===== src/tcdf_pkg.sv =====
// ----------------------------------------------------------------------------
// tcdf_pkg
// shared constants for the compare-timer tick block: register indexes,
// field widths and register reset values
// ----------------------------------------------------------------------------
package tcdf_pkg;

    // default counter width of the free-running timer
    localparam int COUNTER_BITS_DEF = 16;

    // configuration port
    localparam int CFG_IDX_W  = 3;
    localparam int CFG_DATA_W = 16;

    typedef enum logic [CFG_IDX_W-1:0] {
        REG_JIFFY_STEP   = 3'd0,
        REG_ALARM_PERIOD = 3'd1,
        REG_CORR_ENABLE  = 3'd2,
        REG_CORR_PERIOD  = 3'd3,
        REG_CORR_AMOUNT  = 3'd4,
        REG_GUARD_MARGIN = 3'd5
    } cfg_idx_t;

    // field widths
    localparam int SAMPLE_W = 16;
    localparam int MILLIS_W = 32;
    localparam int STEP_W   = 8;
    localparam int PERIOD_W = 16;

    // register reset values
    localparam logic [STEP_W-1:0]   JIFFY_STEP_RST   = 8'd1;
    localparam logic [PERIOD_W-1:0] ALARM_PERIOD_RST = 16'd32;
    localparam logic                CORR_ENABLE_RST  = 1'b0;
    localparam logic [PERIOD_W-1:0] CORR_PERIOD_RST  = 16'd4096;
    localparam logic [STEP_W-1:0]   CORR_AMOUNT_RST  = 8'd3;
    localparam logic [STEP_W-1:0]   GUARD_MARGIN_RST = 8'd2;

endpackage


===== src/tick_catchup_with_drift_fix.sv =====
// ----------------------------------------------------------------------------
// tick_catchup_with_drift_fix
// millisecond tick from a compare timer interrupt, with alarm catch-up,
// optional drift correction and a final guard against a compare in the past
// ----------------------------------------------------------------------------
//
//  channel | signals                                           | direction
//  --------+---------------------------------------------------+----------
//  s_      | s_valid s_ready s_count_at_entry s_count_later     | in
//          | s_sleeping                                        |
//  m_      | m_valid m_ready m_millis_count m_next_compare      | out
//          | m_wake_request                                    |
//  cfg_    | cfg_wr_en cfg_wr_idx cfg_wr_data                   | in
//
//  one compare advance per cycle through a single shared add/compare unit
//  an awake transfer runs the catch-up loop, the correction loop when correction
//  is on, and the guard loop, then hands its result over in ST_DONE
//  (each loop stops after 2^COUNTER_BITS advances); a sleep transfer goes
//  straight from idle to ST_DONE
//  s_ready is high only while the sequencer is idle; a finished result waits
//  in the output register, so the next transfer can be taken meanwhile
//  aresetn is synchronous, active low, and restores config and sequencer state
//
module tick_catchup_with_drift_fix #(
    parameter int COUNTER_BITS = tcdf_pkg::COUNTER_BITS_DEF
) (
    input  logic                             aclk,
    input  logic                             aresetn,

    // configuration writes
    input  logic                             cfg_wr_en,
    input  logic [tcdf_pkg::CFG_IDX_W-1:0]   cfg_wr_idx,
    input  logic [tcdf_pkg::CFG_DATA_W-1:0]  cfg_wr_data,

    // interrupt items
    input  logic                             s_valid,
    output logic                             s_ready,
    input  logic [tcdf_pkg::SAMPLE_W-1:0]    s_count_at_entry,
    input  logic [tcdf_pkg::SAMPLE_W-1:0]    s_count_later,
    input  logic                             s_sleeping,

    // results
    output logic                             m_valid,
    input  logic                             m_ready,
    output logic [tcdf_pkg::MILLIS_W-1:0]    m_millis_count,
    output logic [tcdf_pkg::SAMPLE_W-1:0]    m_next_compare,
    output logic                             m_wake_request
);

    import tcdf_pkg::*;

    localparam int CB = COUNTER_BITS;

    typedef enum logic [2:0] {
        ST_IDLE,
        ST_CATCH,   // alarm catch-up against the entry sample
        ST_FIX,     // drift correction compare against the entry sample
        ST_GUARD,   // alarm catch-up against later sample plus margin
        ST_DONE     // hand the result to the output register
    } state_t;

    // ------------------------------------------------------------------
    // configuration registers
    // ------------------------------------------------------------------
    logic [STEP_W-1:0]   jiffy_step_reg;
    logic [PERIOD_W-1:0] alarm_period_reg;
    logic                corr_enable_reg;
    logic [PERIOD_W-1:0] corr_period_reg;
    logic [STEP_W-1:0]   corr_amount_reg;
    logic [STEP_W-1:0]   guard_margin_reg;

    always_ff @(posedge aclk) begin
        if (!aresetn) begin
            jiffy_step_reg   <= JIFFY_STEP_RST;
            alarm_period_reg <= ALARM_PERIOD_RST;
            corr_enable_reg  <= CORR_ENABLE_RST;
            corr_period_reg  <= CORR_PERIOD_RST;
            corr_amount_reg  <= CORR_AMOUNT_RST;
            guard_margin_reg <= GUARD_MARGIN_RST;
        end else if (cfg_wr_en) begin
            unique case (cfg_wr_idx)
                REG_JIFFY_STEP:   jiffy_step_reg   <= cfg_wr_data[STEP_W-1:0];
                REG_ALARM_PERIOD: alarm_period_reg <= cfg_wr_data[PERIOD_W-1:0];
                REG_CORR_ENABLE:  corr_enable_reg  <= cfg_wr_data[0];
                REG_CORR_PERIOD:  corr_period_reg  <= cfg_wr_data[PERIOD_W-1:0];
                REG_CORR_AMOUNT:  corr_amount_reg  <= cfg_wr_data[STEP_W-1:0];
                REG_GUARD_MARGIN: guard_margin_reg <= cfg_wr_data[STEP_W-1:0];
                default: ;  // writes beyond the register list are dropped
            endcase
        end
    end

    // ------------------------------------------------------------------
    // timer state and sequencer registers
    // ------------------------------------------------------------------
    state_t                state_reg,     state_next;
    logic [MILLIS_W-1:0]   millis_reg,    millis_next;
    logic [CB-1:0]         alarm_reg,     alarm_next;
    logic [CB-1:0]         fix_reg,       fix_next;
    logic [CB-1:0]         entry_reg,     entry_next;
    logic [CB-1:0]         guard_reg,     guard_next;
    logic [CB:0]           iter_reg,      iter_next;
    logic                  wake_reg,      wake_next;

    logic                  m_valid_reg,   m_valid_next;
    logic [MILLIS_W-1:0]   m_millis_reg,  m_millis_next;
    logic [SAMPLE_W-1:0]   m_cmp_reg,     m_cmp_next;
    logic                  m_wake_reg,    m_wake_next;

    // samples folded into the counter width
    logic [31:0]   entry_w32;
    logic [31:0]   later_w32;
    logic [CB-1:0] entry_c;
    logic [CB-1:0] later_c;
    logic [31:0]   alarm_w32;

    assign entry_w32 = 32'(s_count_at_entry);
    assign later_w32 = 32'(s_count_later);
    assign entry_c   = entry_w32[CB-1:0];
    assign later_c   = later_w32[CB-1:0];
    assign alarm_w32 = 32'(alarm_reg);

    // ------------------------------------------------------------------
    // shared advance unit: one compare test and one advance per cycle
    // ------------------------------------------------------------------
    logic                in_fix;
    logic [CB-1:0]       cmp_sel;
    logic [CB-1:0]       lim_sel;
    logic [CB-1:0]       period_sel;
    logic [CB-1:0]       diff;
    logic [CB-1:0]       cmp_sum;
    logic [MILLIS_W-1:0] millis_delta;
    logic [MILLIS_W-1:0] millis_sum;
    logic                not_after;
    logic                cap_hit;
    logic                advance;
    logic                in_xfer;
    logic                out_load;

    assign in_fix     = (state_reg == ST_FIX);
    assign cmp_sel    = in_fix ? fix_reg : alarm_reg;
    assign lim_sel    = (state_reg == ST_GUARD) ? guard_reg : entry_reg;
    assign period_sel = in_fix ? CB'(32'(corr_period_reg)) : CB'(32'(alarm_period_reg));

    // compare is not after limit when (limit - compare) reads non-negative
    assign diff      = lim_sel - cmp_sel;
    assign not_after = ~diff[CB-1];
    // one full orbit of the compare ends the loop
    assign cap_hit   = iter_reg[CB];
    assign advance   = not_after & ~cap_hit;

    assign cmp_sum      = cmp_sel + period_sel;
    assign millis_delta = in_fix ? (~MILLIS_W'(corr_amount_reg) + MILLIS_W'(1))
                                 : MILLIS_W'(jiffy_step_reg);
    assign millis_sum   = millis_reg + millis_delta;

    assign in_xfer  = s_valid & s_ready;
    assign out_load = (state_reg == ST_DONE) & (~m_valid_reg | m_ready);

    always_comb begin
        state_next    = state_reg;
        millis_next   = millis_reg;
        alarm_next    = alarm_reg;
        fix_next      = fix_reg;
        entry_next    = entry_reg;
        guard_next    = guard_reg;
        iter_next     = iter_reg;
        wake_next     = wake_reg;
        m_valid_next  = m_valid_reg & ~m_ready;
        m_millis_next = m_millis_reg;
        m_cmp_next    = m_cmp_reg;
        m_wake_next   = m_wake_reg;

        unique case (state_reg)
            ST_IDLE: begin
                if (in_xfer) begin
                    entry_next = entry_c;
                    guard_next = later_c + CB'(32'(guard_margin_reg));
                    iter_next  = '0;
                    wake_next  = s_sleeping;
                    // sleep only asks for wake-up, state stays as is
                    state_next = s_sleeping ? ST_DONE : ST_CATCH;
                end
            end
            ST_CATCH, ST_GUARD: begin
                if (advance) begin
                    alarm_next  = cmp_sum;
                    millis_next = millis_sum;
                    iter_next   = iter_reg + (CB+1)'(1);
                end else begin
                    iter_next = '0;
                    if (state_reg == ST_GUARD) begin
                        state_next = ST_DONE;
                    end else begin
                        state_next = corr_enable_reg ? ST_FIX : ST_GUARD;
                    end
                end
            end
            ST_FIX: begin
                if (advance) begin
                    fix_next    = cmp_sum;
                    millis_next = millis_sum;
                    iter_next   = iter_reg + (CB+1)'(1);
                end else begin
                    iter_next  = '0;
                    state_next = ST_GUARD;
                end
            end
            ST_DONE: begin
                if (out_load) begin
                    m_valid_next  = 1'b1;
                    m_millis_next = millis_reg;
                    m_cmp_next    = alarm_w32[SAMPLE_W-1:0];
                    m_wake_next   = wake_reg;
                    state_next    = ST_IDLE;
                end
            end
            default: state_next = ST_IDLE;
        endcase
    end

    always_ff @(posedge aclk) begin
        if (!aresetn) begin
            state_reg   <= ST_IDLE;
            millis_reg  <= '0;
            alarm_reg   <= CB'(32'(ALARM_PERIOD_RST));
            fix_reg     <= CB'(32'(CORR_PERIOD_RST));
            iter_reg    <= '0;
            wake_reg    <= 1'b0;
            m_valid_reg <= 1'b0;
        end else begin
            state_reg   <= state_next;
            millis_reg  <= millis_next;
            alarm_reg   <= alarm_next;
            fix_reg     <= fix_next;
            iter_reg    <= iter_next;
            wake_reg    <= wake_next;
            m_valid_reg <= m_valid_next;
        end
        // payload, no reset needed
        entry_reg    <= entry_next;
        guard_reg    <= guard_next;
        m_millis_reg <= m_millis_next;
        m_cmp_reg    <= m_cmp_next;
        m_wake_reg   <= m_wake_next;
    end

    assign s_ready        = (state_reg == ST_IDLE);
    assign m_valid        = m_valid_reg;
    assign m_millis_count = m_millis_reg;
    assign m_next_compare = m_cmp_reg;
    assign m_wake_request = m_wake_reg;

    // ------------------------------------------------------------------
    // assertions
    // ------------------------------------------------------------------

    // a sleep transfer leaves count and compares untouched
    a_sleep_keeps_state: assert property (@(posedge aclk) disable iff (!aresetn)
        in_xfer && s_sleeping |=> $stable(millis_reg) && $stable(alarm_reg)
                                  && $stable(fix_reg))
        else $error("sleep transfer changed timer state");

    // loop counter never runs past one full orbit
    a_iter_cap: assert property (@(posedge aclk) disable iff (!aresetn)
        iter_reg[CB] |-> (iter_reg[CB-1:0] == '0) && !advance)
        else $error("catch-up loop ran past its cap");

    // a loaded result matches the settled count
    a_result_matches: assert property (@(posedge aclk) disable iff (!aresetn)
        out_load |=> m_valid && (m_millis_count == millis_reg)
                     && (m_next_compare == alarm_w32[SAMPLE_W-1:0]))
        else $error("result does not match timer state");

    // the sequencer only leaves idle on an input transfer
    a_start_on_xfer: assert property (@(posedge aclk) disable iff (!aresetn)
        (state_reg == ST_IDLE) && !in_xfer |=> (state_reg == ST_IDLE))
        else $error("sequencer started without a transfer");

endmodule


===== config.mk =====
export PLATFORM = sky130hd
export DESIGN_NAME = tick_catchup_with_drift_fix
export DESIGN_NICKNAME = d
export VERILOG_FILES = /design/src/tcdf_pkg.sv /design/src/tick_catchup_with_drift_fix.sv
export SDC_FILE = /design/constraint.sdc
export NUM_CORES = 1
export LEC_CHECK = 0
export BUFFER_PORTS_ARGS = -buffer_cell sky130_fd_sc_hd__buf_4
export CAP_MARGIN = 20
export CELL_PAD_IN_SITES_DETAIL_PLACEMENT = 2
export CELL_PAD_IN_SITES_GLOBAL_PLACEMENT = 2
export CORE_ASPECT_RATIO = 0.6
export CORE_MARGIN = 8
export CORE_UTILIZATION = 32
export DETAILED_ROUTE_END_ITERATION = 10
export MAX_ROUTING_LAYER = met4
export PLACE_DENSITY_LB_ADDON = 0.1
export SETUP_SLACK_MARGIN = 0.02
export SLEW_MARGIN = 20
export SYNTH_ARGS = -nofsm -noshare
export SYNTH_HDL_FRONTEND = slang
export SYNTH_SLANG_ARGS = --single-unit

===== constraint.sdc =====
create_clock -name aclk -period 3.8 [get_ports aclk]
set_input_delay 0.76 -clock aclk [delete_from_list [all_inputs] [get_ports aclk]]
set_output_delay 0.76 -clock aclk [all_outputs]
set_load 0.01 [all_outputs]

==> results.sh <==
export IMPL_fin_setup_tns_ps=0
export IMPL_leftover_overflow_at_the_end_of_global_routing=0
export IMPL_critical_path_endpoint_type="register"
export IMPL_cpMaxStageDelayCell="or4_4"
export IMPL_drcViolationCount=0
export IMPL_leakagePower_nw=6.56
export IMPL_synth_largest_type_area_fraction_pct=24.2
export IMPL_iteration_count_of_the_initial_detailed_routing_pass=5
export IMPL_timing_critical_path_required_ps=4200
export IMPL_timing_fmax_mhz=265
export IMPL_slew_headroom_pct=34.8
export IMPL_grt_met3_usage_pct=2.72
export IMPL_die_area_mm2=0.0436
export IMPL_die_width_um=264
export IMPL_synthesis_area_mm2=0.0118
export IMPL_post_synth_cell_area_avg_um2=9.25
export IMPL_dp_hpwl_um=30800
export IMPL_yosys_register_bits=224
export IMPL_utilization_pct=41.9
export IMPL_synth_net_count=1403
export IMPL_ys_warn_count=0
export IMPL_cts_root_buffer="clkbuf_16"
export IMPL_powerDensity_mw_per_mm2=556
export IMPL_synth_top_flop_cell="dfxtp_1"
export IMPL_timing_critical_path_from_type="register"
export IMPL_weighted_congestion_reported_at_the_end_of_routability_driven_placement=0.860
export IMPL_antenna_left=0
export IMPL_timing_hold_ws_ps=392
export IMPL_core_mm2=0.0364
export IMPL_clk_insertion_delay_late_ps=550
export IMPL_path_clk_slew_ps=70
export IMPL_path_buf_inv=4
export IMPL_antenna_found_initial=0
export IMPL_ws_path_type="reg2reg"
export IMPL_clock_tree_buffer_depth=3
export IMPL_start_util_pct=32.5
export IMPL_gr_busiest_metal="met2"
export IMPL_netlist_cell_type_count=80
export IMPL_routed_via_count=10200
export IMPL_antenna_cells=0
export IMPL_cell_internal_pwr_mw=5.58
export IMPL_finalCriticalPeriod_ps=3770
export IMPL_std_cell_rows=54
export IMPL_final_layout_size_suffix_gt1_share_pct=25.1
export IMPL_grt_setup_unrepaired="yes"
export IMPL_layout_commonest_cell="nand2_1"
export IMPL_synth_cells=1279
export IMPL_path_cells="or3b_4 -> buf_6 -> clkbuf_16 -> nand2_1 -> nand2_2 -> inv_1 -> ha_4 -> and4_4 -> a221o_1 -> a21oi_4 -> o21ai_2 -> xor2_1 -> or4_4 -> buf_12 -> mux2i_2 -> nor2_1"
export IMPL_synth_edf_count=81
export IMPL_seq_power_share_pct=35.7
export IMPL_power_clock_fraction_pct=29.5
export IMPL_cts_htree_levels=1
export IMPL_critical_path_max_stage_delay_ps=620
export IMPL_drv_cap=0
export IMPL_switching_share_pct=34.3
export IMPL_period_share_pct=99.2
export IMPL_vdd_drop_max_v=0.000333
export IMPL_cell_family_contributing_the_most_delay_on_the_critical_path="simple AND/OR/NAND/NOR gates"
export IMPL_grtUsageMet1_pct=26.8
export IMPL_initialDrtViolationCount=481
export IMPL_nNetsFinal=1586
export IMPL_ys_async_sr_fraction_pct=0
export IMPL_report_final_slew_viol_count=0
export IMPL_synth_area_leaders="dfxtp_1, edfxtp_1, nand2_1, ha_1, mux2i_1"
export IMPL_drt_total_wl_um=42700
export IMPL_grt_pass1_vias=10800
export IMPL_p_sw_mw=2.90
export IMPL_detail_route_vias_per_cell=5.22
export IMPL_tritoncts="built"
export IMPL_synth_top_area_cell="dfxtp_1"
export IMPL_cts_sinks=224
export IMPL_min_delay_path_class="in2reg"
export IMPL_die_y_um=165
export IMPL_yosysSeqAreaShare_pct=44.7
export IMPL_grt_use_total_pct=18.7
export IMPL_io_pin_count=108
export IMPL_cts_inserted_buffers=25
export IMPL_clock_skew_final_ps=16.8
export IMPL_grt_max_degree=54
export IMPL_syn_to_final_growth_pct=28.9
export IMPL_setup_viol_count_final=0
export IMPL_grt_first_pass_wirelength_um=62800
export IMPL_hold_viol_final=0
export IMPL_met2_usage_pct=27.7
export IMPL_total_chip_power_mw=8.48
export IMPL_worst_endpoint_arrival_ps=4170
export IMPL_worstPathMaxFanout=7
export IMPL_pwr_share_comb_pct=34.8
export IMPL_wl_per_cell_um=21.8
export IMPL_top_library_cells_by_usage_in_the_layout_fill_and_taps_aside="nand2_1, buf_4, dfxtp_1, a21oi_1, nor2_1"
export IMPL_max_slew_worst_pin_slew_ps=974
export IMPL_status="completed"
export IMPL_portBuffers=107
-- synthesized netlist by cell type, types with 6 or more instances --
master and instances:
mux2i_1 59, dfxtp_1 143, inv_1 36, buf_2 7
and2_1 6, clkbuf_1 36, o21bai_1 6, a21oi_1 112
nor2_1 104, nand3_1 34, a31oi_1 11, a21o_1 23
or3_1 7, o21ai_0 30, o31ai_1 8, a211oi_1 7
xor2_1 36, o21a_1 7, ha_1 65, xnor2_1 39
nor2b_1 13, mux2_2 14, edfxtp_1 81, nor3_1 19
o211ai_1 7, nand2b_1 11, nand2_1 243, and3_1 12
-- worst paths after layout --
path | from | to | cells past startpoint | slack, ps
hold reg to reg | wake_reg | m_wake_request | 0 | 450
setup / recovery | state_reg[2] | alarm_reg[3] | 16 | 30
hold / removal | s_count_at_entry[4] | entry_reg[4] | 1 | 390
setup reg to reg | state_reg[2] | alarm_reg[3] | 16 | 30
-- worst register-to-register path, cell delays in order, from the launching register on --
cell and delay, ps:
dfxtp_4 370, or3b_4 430, buf_6 150, clkbuf_16 180, nand2_1 90, nand2_2 70
inv_1 100, ha_4 220, and4_4 170, a221o_1 340, a21oi_4 160, o21ai_2 70
xor2_1 180, or4_4 620, buf_12 190, mux2i_2 210, nor2_1 60
-- cell families after synthesis --
| logic type | synth area share (%) |
|---|---|
| AND/OR/NAND/NOR | 18.1 |
| AO/OA/AOI/OAI | 14.2 |
| XOR/XNOR | 5.55 |
| buffers and inverters | 3.09 |
| flip-flops | 44.7 |
| adder cells (fa/ha/maj) | 7.82 |
| multiplexers | 6.55 |
-- layout make-up --
type / count / area [um^2]
multi-input cells: 967 / 6630
repair buffers: 207 / 1750
fillers: 3872 / 21200
inverters: 37 / 140
well taps: 476 / 596
flip-flops and latches: 224 / 5300
clock inverters: 12 / 95.1
clock buffers: 33 / 738
-- routing by layer --
metal  part of all wire (%)  vias up
met2                     42      143
li1                       -     4882
met1                     53     5139
met3                    3.3       49
met4                    2.0        0
met5                      0        -
-- through the flow --
stage / area [um^2] / worst slack (ps) / cells
CTS: 14700 / 30.5 / 1933
global route: 15300 / -88.7 / 1956
floorplan: 11900 / 30.2 / 1279
global placement: 13700 / -87.2 / 1888
detailed placement: 13700 / -169 / 1888
finish: 15300 / 30.0 / 1956
-- timing repair --
item | 4_1_cts | 5_1_grt
buffers inserted | 0 | 19
hold buffers | 0 | 0
cloned | 0 | 5
resized for setup | 16 | 84
endpoints found under the setup margin | 28 | 42
pin swaps | 0 | 18
-- power by group through the flow --
stage | sequential, mW | clock, mW | combinational (mW)
final | 3.03 | 2.50 | 2.95
after global routing | 3.06 | 2.67 | 3.17
after CTS | 3.03 | 2.58 | 2.64
after detailed placement | 3.08 | 0 | 2.60
after global placement | 3.06 | 0 | 2.52
after floorplan | 3.09 | 0 | 1.38
Power figures use the tool's default switching activity.
